<file path="config.mk">
export PLATFORM = sky130hd
export DESIGN_NAME = watchdog_monitor_bank_top
export DESIGN_NICKNAME = d
export VERILOG_FILES = /design/src/hw/rtl/wdm_pkg.sv /design/src/hw/rtl/wdm_mem.sv /design/src/hw/rtl/wdm_update.sv /design/src/hw/rtl/watchdog_monitor_bank_top.sv
export SDC_FILE = /design/constraint.sdc
export NUM_CORES = 2
export LEC_CHECK = 0
export BUFFER_PORTS_ARGS = -buffer_cell sky130_fd_sc_hd__buf_2
export CORE_AREA = 2 2 229 400
export CTS_BUF_LIST = sky130_fd_sc_hd__clkbuf_4
export DETAILED_ROUTE_END_ITERATION = 16
export DIE_AREA = 0 0 231 402
export PLACE_DENSITY = 0.75
export SLEW_MARGIN = 25
export SYNTH_ARGS = -nofsm -noshare
export SYNTH_HDL_FRONTEND = slang
export SYNTH_SLANG_ARGS = --single-unit
</file>
<file path="constraint.sdc">
create_clock -name clock -period 24.5 [get_ports clock]
set_input_delay 2.45 -clock clock [delete_from_list [all_inputs] [get_ports clock]]
set_output_delay 2.45 -clock clock [all_outputs]
set_load 0.005 [all_outputs]
</file>
<file path="src/hw/rtl/wdm_pkg.sv">
// shared codes and types for the watchdog monitor bank
`timescale 1ns / 1ps

package wdm_pkg;

   // command codes on req_func
   localparam logic [2:0] FUNC_TICK     = 3'd0;
   localparam logic [2:0] FUNC_REGISTER = 3'd1;
   localparam logic [2:0] FUNC_START    = 3'd2;
   localparam logic [2:0] FUNC_STOP     = 3'd3;
   localparam logic [2:0] FUNC_FEED     = 3'd4;
   localparam logic [2:0] FUNC_QUERY    = 3'd5;

   // per-channel status codes
   localparam logic [1:0] ST_COUNTING = 2'd0;
   localparam logic [1:0] ST_FEED     = 2'd1;
   localparam logic [1:0] ST_EXPIRED  = 2'd2;

   // what the update logic reports for one entry
   typedef struct packed {
      logic       wr_en;
      logic       hit;
      logic       running;
      logic [1:0] status;
      logic       registered;
   } upd_type;

endpackage

</file>
<file path="src/hw/rtl/wdm_mem.sv">
// channel entry memory with registered read and per-entry valid bits
`timescale 1ns / 1ps

module wdm_mem #(
   parameter int DEPTH = 16,
   parameter int WIDTH = 68,
   parameter int AW    = 4
) (
   input  logic             clock,
   input  logic             reset,
   input  logic             rd_en,
   input  logic [AW-1:0]    rd_addr,
   output logic [WIDTH-1:0] rd_data,
   input  logic             wr_en,
   input  logic [AW-1:0]    wr_addr,
   input  logic [WIDTH-1:0] wr_data
);

   logic [WIDTH-1:0] mem_ff [DEPTH];
   logic [DEPTH-1:0] valid_ff;
   logic [WIDTH-1:0] rd_data_ff;

   always_ff @(posedge clock) begin
      if (reset) begin
         valid_ff <= '0;
      end else if (wr_en) begin
         valid_ff[wr_addr] <= 1'b1;
      end
   end

   always_ff @(posedge clock) begin
      if (wr_en) begin
         mem_ff[wr_addr] <= wr_data;
      end
   end

   // an entry never written reads as the cleared entry
   always_ff @(posedge clock) begin
      if (rd_en) begin
         rd_data_ff <= valid_ff[rd_addr] ? mem_ff[rd_addr] : '0;
      end
   end

   assign rd_data = rd_data_ff;

endmodule

</file>
<file path="src/hw/rtl/wdm_update.sv">
// next-entry logic for one channel under one command
`timescale 1ns / 1ps

module wdm_update #(
   parameter int CW = 32
) (
   input  logic [2:0]     func,
   input  logic           ok,
   input  logic [CW-1:0]  cmd_timeout,
   input  logic           cmd_enable,
   input  logic           cur_reg,
   input  logic           cur_en,
   input  logic [1:0]     cur_state,
   input  logic [CW-1:0]  cur_count,
   input  logic [CW-1:0]  cur_timeout,
   output logic           nxt_reg,
   output logic           nxt_en,
   output logic [1:0]     nxt_state,
   output logic [CW-1:0]  nxt_count,
   output logic [CW-1:0]  nxt_timeout,
   output wdm_pkg::upd_type upd
);

   logic [CW-1:0] inc_count;

   assign inc_count = cur_count + CW'(1);

   always_comb begin
      nxt_reg        = cur_reg;
      nxt_en         = cur_en;
      nxt_state      = cur_state;
      nxt_count      = cur_count;
      nxt_timeout    = cur_timeout;
      upd            = '0;
      case (func)
         wdm_pkg::FUNC_TICK: begin
            if (cur_reg && cur_en) begin
               if (cur_state == wdm_pkg::ST_COUNTING) begin
                  upd.wr_en = 1'b1;
                  if (inc_count >= cur_timeout) begin
                     nxt_count = '0;
                     nxt_state = wdm_pkg::ST_EXPIRED;
                     upd.hit   = 1'b1;
                  end else begin
                     nxt_count = inc_count;
                  end
               end else if (cur_state == wdm_pkg::ST_FEED) begin
                  upd.wr_en = 1'b1;
                  nxt_count = '0;
                  nxt_state = wdm_pkg::ST_COUNTING;
               end
            end
         end
         wdm_pkg::FUNC_REGISTER: begin
            if (ok) begin
               upd.wr_en   = 1'b1;
               nxt_reg     = 1'b1;
               nxt_en      = cmd_enable;
               nxt_state   = wdm_pkg::ST_COUNTING;
               nxt_count   = '0;
               nxt_timeout = cmd_timeout;
            end
         end
         wdm_pkg::FUNC_START, wdm_pkg::FUNC_STOP: begin
            if (ok && cur_reg) begin
               upd.wr_en = 1'b1;
               nxt_en    = (func == wdm_pkg::FUNC_START);
               nxt_state = wdm_pkg::ST_COUNTING;
               nxt_count = '0;
            end
         end
         wdm_pkg::FUNC_FEED: begin
            if (ok && cur_reg) begin
               upd.wr_en = 1'b1;
               nxt_state = wdm_pkg::ST_FEED;
            end
         end
         wdm_pkg::FUNC_QUERY: begin
            if (ok) begin
               upd.running    = cur_en;
               upd.status     = cur_state;
               upd.registered = cur_reg;
            end
         end
         default: begin
         end
      endcase
   end

endmodule

</file>
<file path="src/hw/rtl/watchdog_monitor_bank_top.sv">
// watchdog monitor bank top level: command sequencer around the entry memory
`timescale 1ns / 1ps

// Usage:
//   A command is taken on a rising edge with start high and busy low; its
//   fields are req_func, req_channel, req_timeout_ticks and
//   req_enable_at_register. Every command gives exactly one response beat,
//   shown for one cycle with rsp_valid high; the receiver cannot stall it.
//   All channel state (registered, enable, status, count, timeout) sits in
//   one entry per channel of a memory with a registered read.
//   Register, start, stop, feed, query and unused codes read the addressed
//   entry; register and, for a registered channel, start, stop and feed
//   write the updated entry back. A tick sweeps the entries, reading
//   entry i+1 on the single memory read port while entry i is updated
//   and, where it changes, written back. busy is high from accept until the
//   response cycle, so a new command may be accepted in that cycle.
//   Reset clears the per-entry valid bits at once, so every channel reads
//   as unregistered with zero count and timeout; no clearing pass is needed.

module watchdog_monitor_bank_top #(
   parameter int NUM_CHANNELS = 16,
   parameter int COUNT_WIDTH  = 32
) (
   input  logic        clock,
   input  logic        reset,
   input  logic        start,
   output logic        busy,
   input  logic [2:0]  req_func,
   input  logic [3:0]  req_channel,
   input  logic [31:0] req_timeout_ticks,
   input  logic        req_enable_at_register,
   output logic        rsp_valid,
   output logic [15:0] rsp_expired_mask,
   output logic        rsp_running,
   output logic [1:0]  rsp_channel_status,
   output logic        rsp_is_registered
);

   localparam int AW = (NUM_CHANNELS > 1) ? $clog2(NUM_CHANNELS) : 1;
   localparam int CW = COUNT_WIDTH;
   localparam int EW = 4 + 2 * CW;
   localparam logic [AW-1:0] LAST_IDX = AW'(NUM_CHANNELS - 1);

   localparam logic [1:0] S_IDLE   = 2'd0;
   localparam logic [1:0] S_SINGLE = 2'd1;
   localparam logic [1:0] S_SWEEP  = 2'd2;

   logic [1:0]    state_ff, state_in;
   logic [2:0]    func_ff, func_in;
   logic          ok_ff, ok_in;
   logic [CW-1:0] tmo_ff, tmo_in;
   logic          en_ff, en_in;
   logic [AW-1:0] idx_ff, idx_in;
   logic [15:0]   mask_ff, mask_in;

   logic          rsp_valid_ff, rsp_valid_in;
   logic [15:0]   rsp_mask_ff, rsp_mask_in;
   logic          rsp_running_ff, rsp_running_in;
   logic [1:0]    rsp_status_ff, rsp_status_in;
   logic          rsp_reg_ff, rsp_reg_in;

   logic          accept;
   logic          req_ok;
   logic          rd_en;
   logic [AW-1:0] rd_addr;
   logic [EW-1:0] rd_data;
   logic          wr_en;
   logic [EW-1:0] wr_data;

   logic          nxt_reg, nxt_en;
   logic [1:0]    nxt_state;
   logic [CW-1:0] nxt_count, nxt_timeout;
   wdm_pkg::upd_type upd;

   assign accept = start && (state_ff == S_IDLE);
   assign busy   = (state_ff != S_IDLE);
   assign req_ok = ({1'b0, req_channel} < 5'(NUM_CHANNELS));

   // entry layout: registered, enable, status, count, timeout
   wdm_update #(
      .CW(CW)
   ) u_update (
      .func        (func_ff),
      .ok          (ok_ff),
      .cmd_timeout (tmo_ff),
      .cmd_enable  (en_ff),
      .cur_reg     (rd_data[EW-1]),
      .cur_en      (rd_data[EW-2]),
      .cur_state   (rd_data[EW-3:EW-4]),
      .cur_count   (rd_data[2*CW-1:CW]),
      .cur_timeout (rd_data[CW-1:0]),
      .nxt_reg     (nxt_reg),
      .nxt_en      (nxt_en),
      .nxt_state   (nxt_state),
      .nxt_count   (nxt_count),
      .nxt_timeout (nxt_timeout),
      .upd         (upd)
   );

   assign wr_data = {nxt_reg, nxt_en, nxt_state, nxt_count, nxt_timeout};
   assign wr_en   = (state_ff != S_IDLE) && upd.wr_en;

   wdm_mem #(
      .DEPTH(NUM_CHANNELS),
      .WIDTH(EW),
      .AW   (AW)
   ) u_mem (
      .clock   (clock),
      .reset   (reset),
      .rd_en   (rd_en),
      .rd_addr (rd_addr),
      .rd_data (rd_data),
      .wr_en   (wr_en),
      .wr_addr (idx_ff),
      .wr_data (wr_data)
   );

   always_comb begin
      state_in       = state_ff;
      func_in        = func_ff;
      ok_in          = ok_ff;
      tmo_in         = tmo_ff;
      en_in          = en_ff;
      idx_in         = idx_ff;
      mask_in        = mask_ff;
      rsp_valid_in   = 1'b0;
      rsp_mask_in    = '0;
      rsp_running_in = 1'b0;
      rsp_status_in  = '0;
      rsp_reg_in     = 1'b0;
      rd_en          = 1'b0;
      rd_addr        = idx_ff + AW'(1);
      case (state_ff)
         S_IDLE: begin
            if (accept) begin
               func_in = req_func;
               ok_in   = req_ok;
               tmo_in  = req_timeout_ticks[CW-1:0];
               en_in   = req_enable_at_register;
               mask_in = '0;
               rd_en   = 1'b1;
               if (req_func == wdm_pkg::FUNC_TICK) begin
                  idx_in   = '0;
                  rd_addr  = '0;
                  state_in = S_SWEEP;
               end else begin
                  idx_in   = req_channel[AW-1:0];
                  rd_addr  = req_channel[AW-1:0];
                  state_in = S_SINGLE;
               end
            end
         end
         S_SINGLE: begin
            rsp_valid_in   = 1'b1;
            rsp_running_in = upd.running;
            rsp_status_in  = upd.status;
            rsp_reg_in     = upd.registered;
            state_in       = S_IDLE;
         end
         S_SWEEP: begin
            mask_in = mask_ff | (16'(upd.hit) << idx_ff);
            if (idx_ff == LAST_IDX) begin
               rsp_valid_in = 1'b1;
               rsp_mask_in  = mask_in;
               state_in     = S_IDLE;
            end else begin
               rd_en  = 1'b1;
               idx_in = idx_ff + AW'(1);
            end
         end
         default: begin
            state_in = S_IDLE;
         end
      endcase
   end

   always_ff @(posedge clock) begin
      if (reset) begin
         state_ff     <= S_IDLE;
         rsp_valid_ff <= 1'b0;
      end else begin
         state_ff     <= state_in;
         rsp_valid_ff <= rsp_valid_in;
      end
   end

   always_ff @(posedge clock) begin
      func_ff        <= func_in;
      ok_ff          <= ok_in;
      tmo_ff         <= tmo_in;
      en_ff          <= en_in;
      idx_ff         <= idx_in;
      mask_ff        <= mask_in;
      rsp_mask_ff    <= rsp_mask_in;
      rsp_running_ff <= rsp_running_in;
      rsp_status_ff  <= rsp_status_in;
      rsp_reg_ff     <= rsp_reg_in;
   end

   assign rsp_valid          = rsp_valid_ff;
   assign rsp_expired_mask   = rsp_mask_ff;
   assign rsp_running        = rsp_running_ff;
   assign rsp_channel_status = rsp_status_ff;
   assign rsp_is_registered  = rsp_reg_ff;

endmodule

</file>
* Word level (Yosys, flattened, before mapping)
Memory sizes are Yosys's and may differ from the RTL's. A register that Yosys moved wholly into a read port is not among the register bits.
Cells that the tools add are included.
** Word-level totals
- Register bits :: 95
- Bits in latches :: 0
- Memory bits (writable) :: 1088
- Bits in read-only memories :: 0
- Input port bits :: 43
- Output and inout bits :: 22
- Word-level logic and storage cells :: 101
- Memories :: 1
** Memory list
- u_mem.mem_ff :: words 16, bits a word 68, rd ports 1, clocked after Yosys merged registers in 1, write ports 1, line wdm_mem.sv:19 : logic [WIDTH-1:0] mem_ff [DEPTH];
** Operators by class
- Add/sub/neg operators :: 2
- Multipliers :: 0
- Div/mod/pow operators :: 0
- Order comparisons :: 4
- Equal/unequal tests :: 12
- Shift operators :: 1
- Muxes and demuxes :: 48
- Bitwise logic cells :: 2
- Reductions and logical operators :: 19
** Operator list (number)
- $mux 32 :: 6
- $pmux 32 s3 :: 1
- $add 32x1->32 const B :: 1
- $ge 32x32->1 :: 1
- $or 16x16->16 :: 2
- $pmux 16 s2 :: 1
- $mux 2 :: 10
- $mux 4 :: 5
- $mux 16 :: 1
- $shl 1x4->16 :: 1
- $mux 1 :: 15
- $lt 4x5->1 const B :: 2
- $reduce_and 2->1 :: 5
- $pmux 2 s4 :: 1
- $pmux 4 s2 :: 1
- $eq 3x2->1 const B :: 2
- $eq 3x3->1 const B :: 2
- $logic_not 3->1 :: 2
- $ne 2x2->1 const B :: 3
- $pmux 1 s2 :: 3
- $add 4x1->4 const B :: 1
- $bmux 1 s4 :: 1
- $demux 1 s4 :: 1
- $eq 2x1->1 const B :: 2
- 13 further kinds :: 18

* Logic depth before layout (Yosys ltp)
- Depth in word-level cells :: 9
- Gate-level depth with buffers :: 17
- Depth with buffers taken out :: 13

* By module
Synthesis repeated with hierarchy kept, for this count alone.
** Second synthesis, totals
- Cells, all modules :: 2394
- Area, all modules :: 48604.1 µm²
** Modules (own cells, without submodules)
- wdm_mem :: instances 1, cells an instance 1816, area each 43367.8 µm², seq. area each 35033.6 µm²
- watchdog_monitor_bank_top :: instances 1, cells an instance 193, area each 2771.4 µm², seq. area each 2142.1 µm²
- wdm_update :: instances 1, cells an instance 385, area each 2464.9 µm², seq. area each 0.0 µm²

* Least setup slack after synthesis
OpenSTA, ideal clock, no wires.
- Kind :: register to register
- Start :: reg idx_ff[3]
- End :: mem u_mem.mem_ff[15][0] (enable)
- Library setup time :: 0.665 ns
- Arrival time :: 7.681 ns
- Data required time :: 23.835 ns
- Path slack :: 16.154 ns
- Cell stages (with the launch flop) :: 6
- Path buffers :: 2
- Clock period less this slack :: 8.346 ns
- Cell sequence :: edfxtp_1 > clkbuf_1 > and2_1 > clkbuf_1 > nand2_1 > nor4_1
** RTL lines
- start, declared :: line watchdog_monitor_bank_top.sv:53 : logic [AW-1:0] idx_ff, idx_in;
- start signal, assigned :: line watchdog_monitor_bank_top.sv:192 : idx_ff <= idx_in;
- end, declared :: line wdm_mem.sv:19
Straight into the memory's write port.

* Worst setup path in the final report
- Start :: in start
- End :: reg u_mem.rd_data_ff[21] (netlist: u_mem.rd_data[21]), read port of u_mem.mem_ff (data pin)
** Between the ends
- Word-level cells in the longest chain between the ends :: 6
- Elaborated cells between the ends (all ways) :: 8
- Classes of those cells :: 6 x mux; 2 x reduce/logical
** Ends and longest elaborated chain
- start, declared :: line watchdog_monitor_bank_top.sv:26 : input logic start,
- $logic_and 1x1->1 * :: line watchdog_monitor_bank_top.sv:75 : assign accept = start && (state_ff == S_IDLE);
- $mux 4 :: line watchdog_monitor_bank_top.sv:135 : if (accept) begin
- $mux 4 :: line watchdog_monitor_bank_top.sv:133 : case (state_ff)
- $bmux 1 s4 :: line wdm_mem.sv:40 : rd_data_ff <= valid_ff[rd_addr] ? mem_ff[rd_addr] : '0;
- $mux 1 (implied by the code) :: line wdm_mem.sv:40
- $logic_not 1->1 (no line)
- end, declared :: line wdm_mem.sv:21 : logic [WIDTH-1:0] rd_data_ff;
Mark *: on every way between the ends. The rest lies on a longest branch, timed or not. The select of a mux whose other input is x is not followed.
A chain may end at the register's enable or synchronous reset.

==> results.json <==
{
  "outcome": "completed",
  "final.setup_skew_ns": 0.0670,
  "cap_violations": 0,
  "timing.slew.headroom_pct": 25.5,
  "worstMarginPinSlew_ns": 1.12,
  "hold_violations": 0,
  "cts_clock_pin_slew_for_the_worst_setup_and_hold_paths_ns": 0.06,
  "critPathLaunchType": "primary input",
  "die_width_um": 231,
  "synthCells": 2441,
  "final_antenna_net_count": 0,
  "post_synthesis_cell_type_count": 66,
  "post_synth_instance_area_mm2": 0.0489,
  "ys_async_sr_fraction_pct": 0,
  "p_leak_nw": 17.5,
  "postSynth.topFlopCell": "sky130_fd_sc_hd__edfxtp_1",
  "cts_setup_buffers": 0,
  "commonest_cells_after_routing_fill_and_taps_aside": "sky130_fd_sc_hd__edfxtp_1, sky130_fd_sc_hd__clkbuf_4, sky130_fd_sc_hd__mux4_2",
  "crit_arrival_ns": 7.55,
  "setup_slack_after_layout_ns": 17.74,
  "yosys_register_bits": 1251,
  "dp_slack_ns": 16.63,
  "initial_utilization_pct": 54.4,
  "power_density_mw_per_mm2": 79.4,
  "tritoncts": "built",
  "die_area_mm2": 0.0929,
  "cts_repair_resized_insts": 0,
  "crit_path_end_kind": "register",
  "unrepaired_setup_endpoints_after_global_routing": "no",
  "die_y_um": 402,
  "worstHoldPathType": "register to register",
  "totalWireLength_um": 117000,
  "synth-warning-count": 0,
  "finalNetCount": 2804,
  "std_cell_rows": 146,
  "drt-vias-per-instance": 6.44,
  "global_route.usage.total_pct": 25.8,
  "clock_tree.root_cell": "sky130_fd_sc_hd__clkbuf_4",
  "first_global_vias": 27529,
  "num_io_pins": 65,
  "syn_nets": 2524,
  "timing.setup.critical_path_class": "primary input to register",
  "post_route_cells_drive_above_1_share_pct": 29.8,
  "antenna_found_initial": 4,
  "maximum_clock_frequency_mhz": 148,
  "core_area_mm2": 0.0899,
  "drt_pre_antenna_iters": 5,
  "drt-initial-drc-count": 3171,
  "detailedPlacementHpwl_um": 60000,
  "route.vias.total": 26341,
  "drc": 0,
  "worst-path-max-fanout": 68,
  "finalSetupViolCount": 0,
  "fin_crit_sh_pct": 27.6,
  "clock_sink_count": 1251,
  "clock_insertion_delay_worst_skew_ns": 1.15,
  "totalNegativeSetupSlack_ns": 0,
  "area_delta_synth_final_pct": 10.7,
  "critical_path_required_ns": 25.29,
  "gp_routability_congestion": 0.849,
  "max_slew_violations": 0,
  "buffer_depth_of_the_longest_clock_path": 4,
  "gr-total-overflow": 0,
  "portBuffers": 64,
  "global_route_wire_length_before_repair_um": 173000,
  "post_synth.cell_area_avg_um2": 20.0,
  "final_period_minus_worst_setup_slack_ns": 6.76,
  "ctsHoldBuffers": 0,
  "worst_case_hold_slack_ns": 0.451,
  "final_common_cell": "sky130_fd_sc_hd__edfxtp_1",
  "cts_inserted_buffers": 277,
  "seq_area_frac_synth_pct": 76.0,
  "cts_max_level": 5,
  "postLayoutCellArea_mm2": 0.0541,
  "wl_per_cell_um": 28.7,
  "synth_enable_flop_cells": 1212,
  "grt_max_degree": 117,
  "power.ir.vdd_worst_uv": 40.0,
  "placedInstanceArea_mm2": 0.0508
}
## through the flow
step	instances	power, mW	util, %
6_report	4088	4.30	60.2
3_5_place_dp	3623	2.84	56.6
5_1_grt	4088	4.45	60.2
3_3_place_gp	3623	2.83	56.6
4_1_cts	4082	4.32	60.1
2_1_floorplan	2441	2.73	-
## critical path, cell delays in order
cell and delay [ns]:
sky130_fd_sc_hd__buf_2 0.11, sky130_fd_sc_hd__nand2_2 0.21, sky130_fd_sc_hd__inv_4 0.63, sky130_fd_sc_hd__mux2i_4 0.84
sky130_fd_sc_hd__buf_12 0.40, sky130_fd_sc_hd__buf_16 0.40, sky130_fd_sc_hd__mux4_2 0.57, sky130_fd_sc_hd__a22o_1 0.24
sky130_fd_sc_hd__nor2_4 0.49, sky130_fd_sc_hd__buf_4 0.87, sky130_fd_sc_hd__a21oi_1 0.10
## Yosys cell counts (17+ instances only)
cell | number | area, um2
sky130_fd_sc_hd__a32o_1 | 17 | 170
sky130_fd_sc_hd__mux4_2 | 276 | 6220
sky130_fd_sc_hd__inv_1 | 41 | 154
sky130_fd_sc_hd__nand3_1 | 21 | 105
sky130_fd_sc_hd__o21ai_0 | 57 | 285
sky130_fd_sc_hd__nor2_1 | 52 | 195
sky130_fd_sc_hd__xnor2_1 | 18 | 158
sky130_fd_sc_hd__and2_1 | 22 | 138
sky130_fd_sc_hd__edfxtp_1 | 1212 | 36400
sky130_fd_sc_hd__ha_1 | 40 | 500
sky130_fd_sc_hd__a21oi_1 | 85 | 425
sky130_fd_sc_hd__a22oi_1 | 138 | 1040
sky130_fd_sc_hd__buf_2 | 54 | 270
sky130_fd_sc_hd__dfxtp_1 | 39 | 781
sky130_fd_sc_hd__nand2_1 | 114 | 428
sky130_fd_sc_hd__clkbuf_1 | 62 | 233
sky130_fd_sc_hd__nand4_1 | 27 | 169
## per-layer routing
layer | vias up | global-route usage, % | routed length [um]
met5 | - | 0 | 25
met3 | 330 | 5.02 | 10200
li1 | 10843 | - | -
met1 | 13563 | 32.2 | 41200
met2 | 1601 | 43.7 | 60700
met4 | 4 | 11.9 | 5120
## sequential cells by signal (all words and copies together) (netlist names)
register / flops
rsp_running: 1
u_mem.valid_ff: 16
u_mem.rd_data: 68
rsp_valid: 1
rsp_expired_mask: 16
rsp_channel_status: 2
u_mem.mem_ff: 1088
tmo_ff: 32
en_ff: 1
mask_ff: 16
idx_ff: 4
func_ff: 3
state_ff: 2
rsp_is_registered: 1
## cell families (layout without fill, tap and decap cells)
| logic type | count (synthesis) | count (layout) | synth area share (%) |
|---|---|---|---|
| buf+inv | 178 | 638 | 1.62 |
| mux | 281 | 281 | 12.8 |
| compound gates | 361 | 361 | 4.90 |
| other cells | 0 | 3 | 0 |
| flops | 1251 | 1251 | 76.0 |
| simple gates | 306 | 306 | 3.14 |
| fa+ha+maj | 40 | 40 | 1.02 |
| xor+xnor | 24 | 24 | 0.430 |
## path summary, 6_finish.rpt
kind | endpoint | startpoint | slack (ns) | cells past startpoint
setup / recovery | u_mem.rd_data[21]$_SDFFCE_PN0P_ | start | 17.74 | 11
hold / removal | u_mem.valid_ff[6]$_SDFFE_PP0P_ | u_mem.valid_ff[6]$_SDFFE_PP0P_ | 0.45 | 2
setup reg to reg | u_mem.rd_data[21]$_SDFFCE_PN0P_ | state_ff[0]$_SDFFE_PP0P_ | 18.30 | 12
hold reg to reg | u_mem.valid_ff[6]$_SDFFE_PP0P_ | u_mem.valid_ff[6]$_SDFFE_PP0P_ | 0.45 | 2
## where the power goes
part	leakage, nW	internal [mW]	switching (mW)
sequential	11.4	2.39	0.0149
clock	1.93	0.729	0.768
combinational	4.18	0.153	0.241
## cell type report
cell class	count	area, um2
flip-flops and latches	1251	37200
multi-input cells	1012	11200
repair buffers	137	925
well taps	1184	1480
clock inverters	86	395
fillers	6309	35800
diodes	3	7.51
inverters	42	163
clock buffers	373	2800
(Power assumes the default switching activity.)
